File: config.mk
export PLATFORM = sky130hd
export DESIGN_NAME = bfr_ctrl
export DESIGN_NICKNAME = d
export VERILOG_FILES = /design/src/bfr_pkg.sv /design/src/bfr_ctrl.sv
export SDC_FILE = /design/constraint.sdc
export NUM_CORES = 1
export LEC_CHECK = 0
export BUFFER_PORTS_ARGS = -buffer_cell sky130_fd_sc_hd__buf_2
export CAP_MARGIN = 5
export CORE_AREA = 2 2 112 87
export CTS_BUF_LIST = sky130_fd_sc_hd__clkbuf_16
export CTS_CLUSTER_DIAMETER = 200
export CTS_CLUSTER_SIZE = 30
export DETAILED_ROUTE_END_ITERATION = 16
export DIE_AREA = 0 0 114 89
export GPL_TIMING_DRIVEN = 0
export MAX_ROUTING_LAYER = met4
export PLACE_DENSITY = 0.82
export SLEW_MARGIN = 20
export SYNTH_ARGS = -nofsm -noshare
export SYNTH_HDL_FRONTEND = slang
export SYNTH_SLANG_ARGS = --single-unit
File: constraint.sdc
create_clock -name clk -period 4.2 [get_ports clk]
set_clock_uncertainty 0.15 [all_clocks]
set_input_delay 0 -clock clk [delete_from_list [all_inputs] [get_ports clk]]
set_output_delay 0 -clock clk [all_outputs]
set_load 0.01 [all_outputs]
File: src/bfr_pkg.sv
// ----------------------------------------------------------------------------
// bfr_pkg: shared definitions for the 3x3 RGB box filter
// Sizes, register indexes, the controller/datapath command and status
// structs, and the reciprocal table used to divide by the neighbor count.
// ----------------------------------------------------------------------------
package bfr_pkg;

	// Frame geometry and pixel sizes.
	localparam int MAX_WIDTH    = 1024;
	localparam int CHANNEL_BITS = 8;
	localparam int COL_W        = $clog2(MAX_WIDTH);
	localparam int WIDTH_W      = 11;
	localparam int HEIGHT_W     = 16;
	localparam int ROW_W        = HEIGHT_W + 1;
	localparam int PIX_W        = 3 * CHANNEL_BITS;

	// Configuration port.
	localparam int CFG_IDX_W  = 2;
	localparam int CFG_DATA_W = 16;
	localparam logic [CFG_IDX_W-1:0] REG_IMAGE_WIDTH  = 2'd0;
	localparam logic [CFG_IDX_W-1:0] REG_IMAGE_HEIGHT = 2'd1;
	localparam logic [WIDTH_W-1:0]   WIDTH_RESET      = 11'd640;
	localparam logic [HEIGHT_W-1:0]  HEIGHT_RESET     = 16'd480;

	// Arithmetic sizes: a sum of nine channels, a reciprocal scaled by 2^16.
	localparam int SUM_W       = CHANNEL_BITS + 4;
	localparam int RECIP_W     = 17;
	localparam int RECIP_SHIFT = 16;
	localparam int PROD_W      = SUM_W + RECIP_W;

	// Commands from the controller to the datapath.
	typedef struct packed {
		logic             capture;   // take the pixel and read the line stores
		logic [COL_W-1:0] addr;      // line store column
		logic             shift;     // shift the window, update the line stores
		logic             sum_load;  // register the masked window sums
		logic             mul;       // multiply the sums by the reciprocal
		logic             load_out;  // load the output register
		logic [2:0]       row_en;    // window rows inside the image
		logic [2:0]       col_en;    // window columns inside the image
		logic             last;      // result is the last pixel of the frame
	} dp_cmd_t;

	// Status from the datapath to the controller.
	typedef struct packed {
		logic out_room;  // output register is free or is emptied this cycle
	} dp_stat_t;

	// Reciprocal of the neighbor count, rounded up, scaled by 2^RECIP_SHIFT.
	// Exact after truncation for any sum of at most nine channel values.
	function automatic logic [RECIP_W-1:0] recip_of(input logic [1:0] rows,
		input logic [1:0] cols);
		logic [3:0] cnt;
		cnt = {2'b00, rows} * {2'b00, cols};
		case (cnt)
			4'd2:    recip_of = 17'd32768;
			4'd3:    recip_of = 17'd21846;
			4'd4:    recip_of = 17'd16384;
			4'd6:    recip_of = 17'd10923;
			4'd9:    recip_of = 17'd7282;
			default: recip_of = 17'd65536;
		endcase
	endfunction

endpackage

File: src/bfr_ctrl.sv
// ----------------------------------------------------------------------------
// bfr_ctrl: sequencer for the 3x3 RGB box filter
// Holds the frame registers and the raster position, decides per beat
// which result it causes and with which neighbors, and steps the datapath.
// ----------------------------------------------------------------------------
module bfr_ctrl
	import bfr_pkg::*;
(
	input  logic                  clk,
	input  logic                  arst_n,
	input  logic                  s_axis_tvalid,
	output logic                  s_axis_tready,
	input  logic                  cfg_valid,
	output logic                  cfg_ready,
	input  logic [CFG_IDX_W-1:0]  cfg_index,
	input  logic [CFG_DATA_W-1:0] cfg_data,
	input  dp_stat_t              stat,
	output dp_cmd_t               cmd
);

	localparam logic [2:0] S_IDLE = 3'd0;
	localparam logic [2:0] S_READ = 3'd1;
	localparam logic [2:0] S_SUM  = 3'd2;
	localparam logic [2:0] S_DIV  = 3'd3;
	localparam logic [2:0] S_OUT  = 3'd4;

	logic [2:0]          state_q;
	logic [2:0]          state_d;
	logic [WIDTH_W-1:0]  width_q;
	logic [HEIGHT_W-1:0] height_q;
	logic [COL_W-1:0]    col_q;
	logic [ROW_W-1:0]    row_q;
	logic                left_end_q;
	logic                mid_emit_q;
	logic [2:0]          row_en_q;
	logic [2:0]          col_en_q;
	logic                last_q;

	logic [WIDTH_W-1:0]  w_eff;
	logic [HEIGHT_W-1:0] h_eff;
	logic [ROW_W-1:0]    h_ext;
	logic [ROW_W-1:0]    h_ext_p1;
	logic                accept;
	logic                cfg_write;
	logic                row_wrap;
	logic                left_end;
	logic                mid_emit;
	logic                last_d;
	logic [2:0]          row_en_d;
	logic [2:0]          col_en_d;

	assign accept    = s_axis_tvalid && s_axis_tready;
	assign cfg_ready = 1'b1;
	assign cfg_write = cfg_valid &&
		(cfg_index == REG_IMAGE_WIDTH || cfg_index == REG_IMAGE_HEIGHT);

	// Effective frame size: zero counts as one, width is capped at the store depth.
	always_comb begin
		if (width_q == '0) begin
			w_eff = WIDTH_W'(1);
		end else if (width_q > WIDTH_W'(MAX_WIDTH)) begin
			w_eff = WIDTH_W'(MAX_WIDTH);
		end else begin
			w_eff = width_q;
		end
		h_eff = (height_q == '0) ? HEIGHT_W'(1) : height_q;
	end

	assign h_ext    = ROW_W'(h_eff);
	assign h_ext_p1 = h_ext + ROW_W'(1);
	assign row_wrap = (WIDTH_W'(col_q) + WIDTH_W'(1)) >= w_eff;

	// A beat at column zero finishes the last pixel of the row two above;
	// any other beat finishes the pixel one row up and one column left.
	always_comb begin
		left_end = (col_q == '0) && (row_q >= ROW_W'(2)) && (row_q <= h_ext_p1);
		mid_emit = (col_q != '0) && (row_q >= ROW_W'(1)) && (row_q <= h_ext);
		last_d   = left_end && (row_q == h_ext_p1);
		if (left_end) begin
			row_en_d = {row_q <= h_ext, 1'b1, row_q >= ROW_W'(3)};
			col_en_d = {1'b1, w_eff >= WIDTH_W'(2), 1'b0};
		end else begin
			row_en_d = {row_q < h_ext, 1'b1, row_q >= ROW_W'(2)};
			col_en_d = {1'b1, 1'b1, col_q >= COL_W'(2)};
		end
	end

	// Frame registers and raster position; a register write restarts the frame.
	always_ff @(posedge clk or negedge arst_n) begin
		if (!arst_n) begin
			width_q  <= WIDTH_RESET;
			height_q <= HEIGHT_RESET;
			col_q    <= '0;
			row_q    <= '0;
		end else if (cfg_write) begin
			if (cfg_index == REG_IMAGE_WIDTH) begin
				width_q <= cfg_data[WIDTH_W-1:0];
			end else begin
				height_q <= cfg_data[HEIGHT_W-1:0];
			end
			col_q <= '0;
			row_q <= '0;
		end else if (accept) begin
			if (last_d) begin
				col_q <= '0;
				row_q <= '0;
			end else if (row_wrap) begin
				col_q <= '0;
				row_q <= row_q + ROW_W'(1);
			end else begin
				col_q <= col_q + COL_W'(1);
			end
		end
	end

	// Per-beat result plan, held until the result is loaded.
	always_ff @(posedge clk or negedge arst_n) begin
		if (!arst_n) begin
			left_end_q <= 1'b0;
			mid_emit_q <= 1'b0;
			row_en_q   <= '0;
			col_en_q   <= '0;
			last_q     <= 1'b0;
		end else if (accept) begin
			left_end_q <= left_end;
			mid_emit_q <= mid_emit;
			row_en_q   <= row_en_d;
			col_en_q   <= col_en_d;
			last_q     <= last_d;
		end
	end

	// Sequence: read stores, shift (sums taken before the shift at a row end), sum after
	// the shift otherwise, multiply, then wait for the output register; no result: back to idle.
	always_comb begin
		state_d = state_q;
		case (state_q)
			S_IDLE: begin
				if (accept) begin
					state_d = S_READ;
				end
			end
			S_READ: begin
				if (left_end_q) begin
					state_d = S_DIV;
				end else if (mid_emit_q) begin
					state_d = S_SUM;
				end else begin
					state_d = S_IDLE;
				end
			end
			S_SUM: state_d = S_DIV;
			S_DIV: state_d = S_OUT;
			S_OUT: begin
				if (stat.out_room) begin
					state_d = S_IDLE;
				end
			end
			default: state_d = S_IDLE;
		endcase
	end

	always_ff @(posedge clk or negedge arst_n) begin
		if (!arst_n) begin
			state_q <= S_IDLE;
		end else begin
			state_q <= state_d;
		end
	end

	// Datapath commands.
	assign s_axis_tready = (state_q == S_IDLE);
	assign cmd.capture   = accept;
	assign cmd.addr      = col_q;
	assign cmd.shift     = (state_q == S_READ);
	assign cmd.sum_load  = ((state_q == S_READ) && left_end_q) || (state_q == S_SUM);
	assign cmd.mul       = (state_q == S_DIV);
	assign cmd.load_out  = (state_q == S_OUT) && stat.out_room;
	assign cmd.row_en    = row_en_q;
	assign cmd.col_en    = col_en_q;
	assign cmd.last      = last_q;

	// The column stays inside the row and the row never passes the drain row.
	a_col_in_row: assert property (@(posedge clk) disable iff (!arst_n)
		WIDTH_W'(col_q) < w_eff)
		else $error("column position beyond image width");

	a_row_bound: assert property (@(posedge clk) disable iff (!arst_n)
		row_q <= h_ext_p1)
		else $error("row position beyond the drain row");

	// Post-shift sums only follow the store read.
	a_sum_after_read: assert property (@(posedge clk) disable iff (!arst_n)
		(state_q == S_SUM) |-> ($past(state_q) == S_READ))
		else $error("window sum without a preceding shift");

	// The multiply always sees freshly registered sums.
	a_div_after_sum: assert property (@(posedge clk) disable iff (!arst_n)
		(state_q == S_DIV) |-> ($past(state_q) == S_READ || $past(state_q) == S_SUM))
		else $error("multiply without fresh sums");

endmodule
After elaboration in Yosys (flattened, before gate mapping). Index checks and enable logic that the tools add are counted.

Bits in registers: 66. Output and inout bits: 24. Logic and storage cells: 74.

Add/subtract/negate cells: 4. Order comparisons: 10. Equal/unequal tests: 8. Multiplexer cells: 18. Bitwise logic cells: 1. Reductions and logical operators: 23.

Operators by type and width (count): two-way mux 17 bit (4); two-way mux 10 bit (4); >= comparator 17 x 2 -> 1 bit (second input constant) (2); two-way mux 11 bit (2); adder 16 x 1 -> 17 bit (second input constant) (1); adder 17 x 1 -> 17 bit (second input constant) (1); equality test 17 bit (1); >= comparator 17 x 1 -> 1 bit (second input constant) (1); less-or-equal comparator 17 x 16 -> 1 bit (1); less-or-equal comparator 17 bit (1); < comparator 17 x 16 -> 1 bit (1); zero test 16 bit (1); two-way mux 16 bit (1); one-hot mux 3 bit (5 select lines) (1); adder 10 x 1 -> 11 bit (second input constant) (1); >= comparator 11 bit (1); >= comparator 11 x 2 -> 1 bit (second input constant) (1); greater-than comparator 11 bit (second input constant) (1); zero test 11 bit (1); adder 10 x 1 -> 10 bit (second input constant) (1); >= comparator 10 x 2 -> 1 bit (second input constant) (1); zero test 10 bit (1); nonzero test 10 bit (1); logical AND 1 bit (9); other kinds (15) (24).

Logic depth before layout (Yosys ltp). Gate-level depths: netlist (run 1).

Depth after elaboration: 9. Depth in mapped cells: 15. Gate-level depth less buffers: 13.

Least setup slack after synthesis (run 1). OpenSTA, ideal clock, no wires.

Kind: register to register. Start: register height_q[3]. End: register row_q[2]. Setup time: 0.121 ns. Arrival: 3.781 ns. Data required time: 3.929 ns. Setup slack: 0.148 ns. Cell stages (with the launch flop): 15. Clock period less this slack: 4.052 ns. Cell sequence: dfrtp_1 > and4_1 > nand4_1 > nor4_1 > and4_1 > nand2_1 > xnor2_1 > ha_1 > nand4_1 > or4_4 > a2111oi_4 > nor2_2 > buf_6 > a21o_1 > a22o_1.

Word-level cells in the longest chain between the ends: 9.

Ends and longest elaborated chain: start, declared (RTL line bfr_ctrl.sv:30) `logic [HEIGHT_W-1:0] height_q;`; start signal, assigned (RTL line bfr_ctrl.sv:99) `height_q <= cfg_data[HEIGHT_W-1:0];`; zero test 16 bit (RTL line bfr_ctrl.sv:66) `h_eff = (height_q == '0) ? HEIGHT_W'(1) : height_q;`; two-way mux 16 bit * (RTL line bfr_ctrl.sv:66); adder 16 x 1 -> 17 bit * (RTL line bfr_ctrl.sv:70) `assign h_ext_p1 = h_ext + ROW_W'(1);`; less-or-equal comparator 17 bit (RTL line bfr_ctrl.sv:76) `left_end = (col_q == '0) && (row_q >= ROW_W'(2)) && (row_q <= h_ext_p1);`; logical AND 1 bit (RTL line bfr_ctrl.sv:76); logical AND 1 bit * (RTL line bfr_ctrl.sv:78) `last_d = left_end && (row_q == h_ext_p1);`; two-way mux 17 bit (RTL line bfr_ctrl.sv:104) `if (last_d) begin`; two-way mux 17 bit (RTL line bfr_ctrl.sv:103) `end else if (accept) begin`; two-way mux 17 bit (RTL line bfr_ctrl.sv:95) `end else if (cfg_write) begin`; end signal, assigned (RTL line bfr_ctrl.sv:109) `row_q <= row_q + ROW_W'(1);`; end, declared (RTL line bfr_ctrl.sv:32) `logic [ROW_W-1:0] row_q;`.

Every way passes the cells marked *; elsewhere a longest branch is shown, timed or not. The select of a mux whose other input is x is not followed. A chain may end at the register's enable or synchronous reset.

Final worst setup path (run 1).
Start: register height_q[3]. End: register col_en_q[1].

Word-level cells in the longest chain between the ends: 6.

Ends and longest elaborated chain: zero test 16 bit (RTL line bfr_ctrl.sv:66); two-way mux 16 bit * (RTL line bfr_ctrl.sv:66); adder 16 x 1 -> 17 bit * (RTL line bfr_ctrl.sv:70); less-or-equal comparator 17 bit * (RTL line bfr_ctrl.sv:76); logical AND 1 bit * (RTL line bfr_ctrl.sv:76); two-way mux 2 bit * (RTL line bfr_ctrl.sv:79) `if (left_end) begin`; end signal, assigned (RTL line bfr_ctrl.sv:128) `col_en_q <= col_en_d;`; end, declared (RTL line bfr_ctrl.sv:36) `logic [2:0] col_en_q;`.

Every way passes the cells marked *; elsewhere a longest branch is shown, timed or not.

==> impl_metrics.ini, run 1 <==
[outcome]
status = finished clean

[detailed_routing]
dr.pass1.iters = 5
via_per_inst = 6.13
routed_wl_um = 13200
vias = 4365
wl_per_cell_um = 18.5
ant_nets = 0
drtIter0Drc = 325
drc = 0

[cells_and_area]
regArea_mm2 = 0.00164
n_antenna_cell = 0
drive_gt1_share_pct = 22.2
finish.utilization_pct = 64.2
nNetsFinal = 668
syn_to_final_growth_pct = 21.0
n_fill_cell = 709
final_area_mm2 = 0.00573
multi_input_area_mm2 = 0.00291

[synth]
syn_area_mm2 = 0.00474
ys_seq_area_share_pct = 34.5
synth_seq_cells = 65
synth-main-ff-cell = dfrtp_1
synth_nets = 581
syn_inst = 508
synth_cell_types = 65
syn_area_per_cell_um2 = 9.33
synth_edf_count = 0
synth_warnings = 0
ys_async_sr_fraction_pct = 100

[clocking]
path_clk_slew_ns = 0.05
cts_sinks = 65
ctsLongestPathBuffers = 2
cts_tree = yes
htreeDepth = 3
cts_root_buf = clkbuf_16
clock_latency_ns = 0.34
cts_made_buffers = 9

[pwr]
switching_share_pct = 39.8
p_int_w = 0.00168
total_power_w = 0.00278
power.density_mw_per_mm2 = 486
seqPwrFrac_pct = 35.6
share_comb_of_total_power_pct = 37.8
max-vdd-ir-drop_mv = 0.533
p_leak_nw = 2.61
p_clk_share_pct = 26.6
p_sw_w = 0.00111

[flow_run]
drv_cap = 0

[global_route]
grt_first_pass_wirelength_um = 21400
grt_start_max_net_pins = 55
grt_remaining_overflow = 0
grt_pass1_vias = 4289
grtUsageTotal_pct = 27.7
grt_antenna_before_repair = 0

[sta]
clock.fmax_mhz = 243
hold_ws_ns = 0.0401
max_slew_margin_pct = 44.1
tightest_slew_ns = 0.827
hold_violations = 0
period_minus_slack_ns = 4.12
drv_slew = 0
min_period_over_period_pct = 98.0
layout_setup_ws_ns = 0.0826
finalSetupViolCount = 0

[worst_setup_path]
arrival_ns = 4.19
crit_path_end_kind = register
crit_required_ns = 4.27
critPathKind = register to register
r2r_slack_ns = 0.08
start_kind = register
cp_max_fo = 5

[placement]
place_congestion = 0.920
place_area_mm2 = 0.00513
post-dp-hpwl_um = 9500
io_buffers = 45
place_ws_ns = -0.557

[floorplan]
rows = 30
die_x_um = 114
start_util_pct = 53.1
die_height_um = 89
core-area_mm2 = 0.00893
ios = 47
dieArea_mm2 = 0.0101

[worst_hold_path]
hold_class = primary input to asynchronous set/reset pin
==> power by group through the flow <==
stage	registers (W)	clock network, W	logic, W
after global routing	0.00101	0.000769	0.00118
after global placement	0.000976	0	0.000933
after floorplan	0.000930	0	0.000702
final	0.000990	0.000741	0.00105
after CTS	0.000980	0.000744	0.00103
after detailed placement	0.000988	0	0.000991
==> per-layer routing <==
layer / track usage [%] / up-vias / part of all wire [%]
met5: - / - / 0
met4: 6.65 / 0 / 1.2
met3: 6.31 / 16 / 8.4
met2: 43.1 / 210 / 46
met1: 37.2 / 2097 / 44
li1: - / 2042 / -
==> through the flow <==
stage          setup TNS (ns)  cells
2_1_floorplan               0    508
3_3_place_gp           -12.08    665
3_5_place_dp           -14.12    666
4_1_cts                     0    708
5_1_grt               -0.0843    712
6_report                    0    712
==> critical path, cell delays in order, from the launching register on <==
cell,delay [ns]
dfrtp_2,0.41
and4_2,0.29
nand4_1,0.20
nor4_4,0.30
buf_4,0.15
buf_4,0.11
nand2_1,0.06
xnor2_1,0.14
ha_1,0.32
nand4_1,0.17
or4_4,0.60
or2_2,0.31
o41ai_1,0.16
nand3_1,0.28
o32a_1,0.35
==> cells in the final DEF, fill, tap and decap left out, types with 3 or more instances in the layout <==
master         instances
nand2_1               59
dfrtp_1               58
ha_1                  50
buf_2                 48
nand3_1               32
inv_1                 30
mux2_2                25
dlygate4sd3_1         21
a21oi_1               20
xnor2_1               19
nor2_1                19
o21ai_0               17
buf_4                 14
nand4_1               12
a21o_1                12
nor4_1                11
clkbuf_1              10
o211ai_1               9
clkbuf_16              9
and3_1                 8
nand2b_1               7
a31oi_1                7
mux2i_1                7
dfstp_2                6
nor3_1                 5
a21boi_0               5
or4b_2                 5
nor2b_1                4
o21bai_1               4
or2_2                  3
and2_1                 3
o22ai_1                3
nand4bb_1              3
==> state kept, by name, indices dropped and copies added, names as in the netlist <==
register,cells
col_en_q,2
left_end_q,1
mid_emit_q,1
height_q,16
width_q,11
last_q,1
row_q,17
col_q,10
state_q,3
row_en_q,3
==> Yosys cell counts, drive strengths merged, types with 3 or more instances <==
master / number / area share, %
dfrtp: 59 / 31
nand2: 59 / 4.7
ha: 50 / 13
nand3: 32 / 3.4
inv: 29 / 2.3
mux2: 25 / 5.9
a21oi: 20 / 2.1
nor2: 20 / 1.6
xnor2: 19 / 3.5
o21ai: 17 / 1.8
nor4: 14 / 2.1
a21o: 12 / 1.9
nand4: 12 / 1.6
buf: 11 / 1.6
clkbuf: 10 / 0.79
o211ai: 9 / 1.4
a31oi: 8 / 1.1
and3: 8 / 1.1
mux2i: 7 / 1.5
nand2b: 7 / 0.92
nor3: 7 / 1.1
dfstp: 6 / 3.3
or4b: 6 / 1.3
a21boi: 5 / 0.79
a2111oi: 4 / 1.1
and2: 4 / 0.53
and4: 4 / 0.77
nor2b: 4 / 0.53
o21bai: 4 / 0.63
nand4bb: 3 / 0.71
o22ai: 3 / 0.40
or2: 3 / 0.40
==> final cells by class <==
| type | instances | share of cell area [%] |
|---|---|---|
| timing repair buffer | 76 | 9.30 |
| buffer | 21 | 1.99 |
| tap | 112 | 2.44 |
| inverter | 29 | 1.90 |
| multi-input combinational | 393 | 50.8 |
| sequential | 65 | 28.5 |
| clock buffer | 9 | 3.93 |
| clock inverter | 7 | 1.11 |
==> cell families (layout without fill, tap and decap cells) <==
group / Yosys count / count (layout) / synth area share (%)
adders and majority gates: 50 / 50 / 13.2
muxes: 32 / 32 / 7.42
other: 1 / 1 / 0.0791
DFF: 65 / 65 / 34.5
and+or+nand+nor: 194 / 194 / 22.5
buffers and inverters: 50 / 142 / 4.70
xor gates and xnor gates: 20 / 20 / 3.70
AOI/OAI and AO/OA: 96 / 96 / 13.9
==> path summary, 6_finish.rpt <==
path                                         start                        to  cells after the start
min in group clk                         cfg_valid    width_q[1]$_DFFE_PN0P_                      4
max in group asynchronous                   arst_n  height_q[14]$_DFFE_PN0P_                      3
hold reg to reg             left_end_q$_DFFE_PN0P_    left_end_q$_DFFE_PN0P_                      2
hold / removal                              arst_n        last_q$_DFFE_PN0P_                      3
setup reg to reg           height_q[3]$_DFFE_PN0P_   col_en_q[1]$_DFFE_PN0P_                     14
setup / recovery           height_q[3]$_DFFE_PN0P_   col_en_q[1]$_DFFE_PN0P_                     14
==> what timing repair did <==
action                                 CTS  global route
buffers inserted                         5             4
resized for setup                        2             7
hold buffers                            21             0
endpoints found under the hold margin   94             0
pin swaps                                3             5
setup endpoints to repair               33            30
Power figures use the tool's default switching activity.
==> inputs of run 2 (changes only) <==
- GPL_TIMING_DRIVEN: 0 -> unset
==> run 2 against run 1 <==
Clock-buffer cell count unchanged. Maximum frequency up 3.8%. Critical path depth down 1. Global-route usage down 0.49 points. First-iteration DRC count down 5.8%. Critical path type unchanged. Cell count down 3.5%. Largest cell class unchanged. Setup slack better by 0.15 ns. Die area unchanged. Core utilization down 2.0 points. Clock power down 1%.
==> impl_metrics.ini, run 2 (synthesis results as in run 1) <==
[outcome]
status = finished clean

[clocking]
clock_latency_ns = 0.34
htreeDepth = 3
path_clk_slew_ns = 0.06
ctsLongestPathBuffers = 2
cts_root_buf = clkbuf_16
cts_made_buffers = 9
cts_sinks = 65
cts_tree = yes

[floorplan]
ios = 47
start_util_pct = 53.1
die_x_um = 114
dieArea_mm2 = 0.0101
die_height_um = 89
rows = 30
core-area_mm2 = 0.00893

[cells_and_area]
largestRegisters = row_q: 17 flops, height_q: 16 flops, width_q: 11 flops
n_fill_cell = 726
regArea_mm2 = 0.00164
final_cell_mix = nand2_1, dfrtp_1, ha_1
multi_input_area_mm2 = 0.00290
largest_reg_flops = 17
n_antenna_cell = 0
syn_to_final_growth_pct = 17.1
nNetsFinal = 643
regMostFlops = row_q
drive_gt1_share_pct = 20.9
final_common_cell = nand2_1

[sta]
tns_ns = 0
period_minus_slack_ns = 3.97
drv_slew = 0
clock.fmax_mhz = 252
hold_violations = 0
finalSetupViolCount = 0
min_period_over_period_pct = 94.4
grt_setup_unrepaired = false
layout_setup_ws_ns = 0.235
max_slew_margin_pct = 36.2
tightest_slew_ns = 0.953

[worst_setup_path]
r2r_slack_ns = 0.23
r2r_cells = 13
path_cells = and4_2 > nand4_1 > nor4_2 > and4_4 > nand2_1 > xnor2_1 > ha_1 > nand4_1 > or4_4 > or2_2 > o41ai_1 > nand3_1 > o32a_1
cpPeakStageDelay_ns = 0.61
crit_top_cell = nand4_1
path_buf_inv = 0
critical-path-top-delay-family = simple AND/OR/NAND/NOR gates
crit_required_ns = 4.27
crit_path_end_kind = register
rr_endpoint = col_en_q[1]$_DFFE_PN0P_
critPathKind = register to register
cp_max_fo = 5
cp_slowest_cell = or4_4
timing.rr.start = height_q[3]$_DFFE_PN0P_
arrival_ns = 4.03
start_kind = register

[global_route]
grt_pass1_vias = 4232
grt_remaining_overflow = 0
grtUsageTotal_pct = 27.2
grt_start_max_net_pins = 66
grt_antenna_before_repair = 0
grt_first_pass_wirelength_um = 20800

[detailed_routing]
ant_nets = 0
wl_per_cell_um = 18.3
vias = 4279
via_per_inst = 6.23
drtIter0Drc = 306
routed_wl_um = 12600
dr.pass1.iters = 7
drc = 0

[pwr]
p_clk_share_pct = 26.8
switching_share_pct = 39.6
p_int_w = 0.00165
p_leak_nw = 2.51
power.density_mw_per_mm2 = 493
share_comb_of_total_power_pct = 36.2
p_sw_w = 0.00108
max-vdd-ir-drop_mv = 0.327
seqPwrFrac_pct = 37.1
total_power_w = 0.00274

[placement]
io_buffers = 45
post-dp-hpwl_um = 9060
place_congestion = 0.905
place_ws_ns = 0.00426

[worst_hold_path]
hold_end = width_q[10]$_DFFE_PN0P_
hold_depth = 3
hold_class = primary input to register
hp-start = cfg_index[0]

[flow_run]
drv_cap = 0
==> run 2: repair_timing <==
item | 4_1_cts | 5_1_grt
setup buffers | 0 | 2
endpoints found under the setup margin | 0 | 29
hold endpoints to repair | 88 | 0
gates resized for setup | 0 | 5
hold buffers | 19 | 0
==> run 2: per-layer routing <==
layer | vias up | track usage (%) | routed length (µm)
met5 | - | - | 0
met4 | 0 | 8.31 | 182
met3 | 29 | 6.10 | 1120
met2 | 217 | 42.5 | 5740
met1 | 2045 | 35.8 | 5540
li1 | 1988 | - | -
==> run 2: layout make-up <==
type	count	share of cell area (%)
multi-input cells	393	52.3
flip-flops and latches	65	29.5
repair buffers	72	8.56
clock buffers	9	4.06
well taps	112	2.52
inverters	29	1.96
clock inverters	7	1.13
==> run 2: how the worst max path moves through the flow <==
stage / start / to / slack, ns / cells past startpoint
6_report: height_q[3]$_DFFE_PN0P_ / col_en_q[1]$_DFFE_PN0P_ / 0.23 / 13
3_3_place_gp: height_q[3]$_DFFE_PN0P_ / row_q[16]$_DFFE_PN0P_ / 0.23 / 13
2_1_floorplan: height_q[3]$_DFFE_PN0P_ / row_q[2]$_DFFE_PN0P_ / 0.15 / 14
5_1_grt: height_q[3]$_DFFE_PN0P_ / col_en_q[1]$_DFFE_PN0P_ / 0.01 / 13
3_5_place_dp: height_q[3]$_DFFE_PN0P_ / row_q[16]$_DFFE_PN0P_ / 0.004 / 13
4_1_cts: height_q[3]$_DFFE_PN0P_ / row_q[16]$_DFFE_PN0P_ / 0.006 / 13
==> run 2: through the flow <==
stage	utilization, %	instances	hold WS [ns]	area (µm²)
6_report	62.1	687	0.0467	5550
5_1_grt	62.1	687	0.120	5550
4_1_cts	61.8	685	0.0409	5520
3_5_place_dp	56.4	650	0.0482	5040
3_3_place_gp	56.4	650	0.0486	5040
2_1_floorplan	-	508	-0.446	4740
==> run 2: worst reg2reg max path: cells and delay by family (launching register included) <==
| kind | cells | cell delay, ns |
|---|---|---|
| and+or+nand+nor | 9 | 2.39 |
| xor gates and xnor gates | 1 | 0.14 |
| DFF | 1 | 0.40 |
| AOI/OAI and AO/OA | 2 | 0.47 |
| adders and majority gates | 1 | 0.30 |
==> run 2: power by group through the flow <==
stage	registers (W)	logic, W	clock network (W)
floorplan	0.000930	0.000702	0
global placement	0.000991	0.000910	0
global route	0.00103	0.00112	0.000772
finish	0.00101	0.000990	0.000733
CTS	0.00100	0.000982	0.000745
detailed placement	0.00101	0.000961	0
==> inputs of run 3 (changes only) <==
- CTS_BUF_LIST: sky130_fd_sc_hd__clkbuf_16 -> unset
- CTS_CLUSTER_SIZE: 30 -> 28
==> run 3 against run 2 <==
Core utilization up 0.11 points. Combinational power about the same. Sequential share of layout area down 0.053 points. Die area unchanged. Largest cell class unchanged. Largest power group unchanged.
==> impl_metrics.ini, run 3 (synthesis results as in run 1) <==
[outcome]
status = finished clean

[worst_hold_path]
hold_class = primary input to register

[worst_setup_path]
crit_path_end_kind = register
cp_max_fo = 5
start_kind = register
critical-path-top-delay-family = simple AND/OR/NAND/NOR gates
path_cells = and4_2 > nand4_1 > nor4_2 > and4_4 > nand2_1 > xnor2_1 > ha_1 > nand4_1 > or4_4 > or2_2 > o41ai_1 > nand3_1 > o32a_1
cp_slowest_cell = or4_4
crit_required_ns = 4.27
cpPeakStageDelay_ns = 0.61
path_buf_inv = 0
crit_top_cell = nand4_1
critPathKind = register to register
arrival_ns = 4.04

[placement]
io_buffers = 45
place_ws_ns = 0.00426
place_area_mm2 = 0.00504
place_congestion = 0.905
post-dp-hpwl_um = 9060

[detailed_routing]
vias = 4265
routed_wl_um = 12600
via_per_inst = 6.21
drtIter0Drc = 312
ant_nets = 0
wl_per_cell_um = 18.3
dr.pass1.iters = 5
drc = 0

[sta]
period_minus_slack_ns = 3.97
finalSetupViolCount = 0
drv_slew = 0
hold_violations = 0
max_slew_margin_pct = 36.4
grt_setup_unrepaired = false
min_period_over_period_pct = 94.5
tightest_slew_ns = 0.951
tns_ns = 0
clock.fmax_mhz = 252
layout_setup_ws_ns = 0.232

[pwr]
power.density_mw_per_mm2 = 497
max-vdd-ir-drop_mv = 0.326
share_comb_of_total_power_pct = 35.9
p_leak_nw = 2.51
switching_share_pct = 39.4
p_sw_w = 0.00109
seqPwrFrac_pct = 36.7
p_clk_share_pct = 27.5
p_int_w = 0.00168

[cells_and_area]
final_cell_mix = nand2_1, dfrtp_1, ha_1
multi_input_area_mm2 = 0.00290
drive_gt1_share_pct = 21.0
largest_reg_flops = 17
finish.utilization_pct = 62.3
regArea_mm2 = 0.00164
nNetsFinal = 643
n_antenna_cell = 0
largestRegisters = row_q: 17 flops, height_q: 16 flops, width_q: 11 flops
regMostFlops = row_q
n_fill_cell = 725
final_common_cell = nand2_1
syn_to_final_growth_pct = 17.3
final_area_mm2 = 0.00556

[global_route]
grt_pass1_vias = 4232
grt_remaining_overflow = 0
grt_antenna_before_repair = 0
grt_start_max_net_pins = 66
grt_first_pass_wirelength_um = 20800
grtUsageTotal_pct = 27.2

[clocking]
htreeDepth = 3
ctsLongestPathBuffers = 2
cts_made_buffers = 9
cts_sinks = 65
cts_root_buf = clkbuf_16
path_clk_slew_ns = 0.06
clock_latency_ns = 0.34
cts_tree = yes

[floorplan]
rows = 30
dieArea_mm2 = 0.0101
start_util_pct = 53.1
core-area_mm2 = 0.00893
ios = 47
die_x_um = 114
die_height_um = 89

[flow_run]
drv_cap = 0
## run 3: routing by layer
layer | up-vias | global-route usage [%] | wire length, µm
li1 | 1986 | - | -
met1 | 2046 | 35.8 | 5540
met2 | 211 | 42.5 | 5790
met3 | 22 | 6.10 | 1110
met4 | 0 | 8.31 | 157
met5 | - | - | 0
## run 3: metrics by stage
step	power [W]	instances	hold slack [ns]
after global routing	0.00295	687	0.120
after floorplan	0.00163	508	-0.446
after CTS	0.00275	685	0.0409
after global placement	0.00190	650	0.0486
after detailed placement	0.00197	650	0.0482
final	0.00276	687	0.0441
## run 3: final timing paths
check | startpoint | end | slack [ns] | depth (start not counted)
setup reg to reg | height_q[3]$_DFFE_PN0P_ | col_en_q[1]$_DFFE_PN0P_ | 0.23 | 13
setup / recovery | height_q[3]$_DFFE_PN0P_ | col_en_q[1]$_DFFE_PN0P_ | 0.23 | 13
hold reg to reg | last_q$_DFFE_PN0P_ | last_q$_DFFE_PN0P_ | 0.32 | 2
max in group asynchronous | arst_n | height_q[3]$_DFFE_PN0P_ | 3.07 | 3
hold / removal | cfg_index[0] | width_q[10]$_DFFE_PN0P_ | 0.04 | 3
min in group asynchronous | arst_n | row_q[15]$_DFFE_PN0P_ | 0.22 | 3
## run 3: cell type report
class                   instances  share of cell area (%)
clock buffers                  11                    4.36
clock inverters                 5                   0.990
inverters                      29                    1.96
multi-input cells             393                    52.2
flip-flops and latches         65                    29.4
well taps                     112                    2.52
repair buffers                 72                    8.55
## run 3: tightest hold or removal path: cells and delay by family
family / cells / cell delay, ns
compound gates: 1 / 0.21
simple gates: 1 / 0.19
buf+inv: 1 / 0.09
## run 3: timing repair
item | CTS | global route
buffers inserted | 0 | 2
resized for setup | 0 | 5
endpoints found under the setup margin | 0 | 29
endpoints found under the hold margin | 88 | 0
hold buffers | 19 | 0
## run 3: power by group through the flow
stage	Clock [W]	Sequential (W)	Combinational [W]
finish	0.000758	0.00101	0.000991
global route	0.000793	0.00103	0.00112
CTS	0.000766	0.00100	0.000982
detailed placement	0	0.00101	0.000961
global placement	0	0.000991	0.000910
floorplan	0	0.000930	0.000702
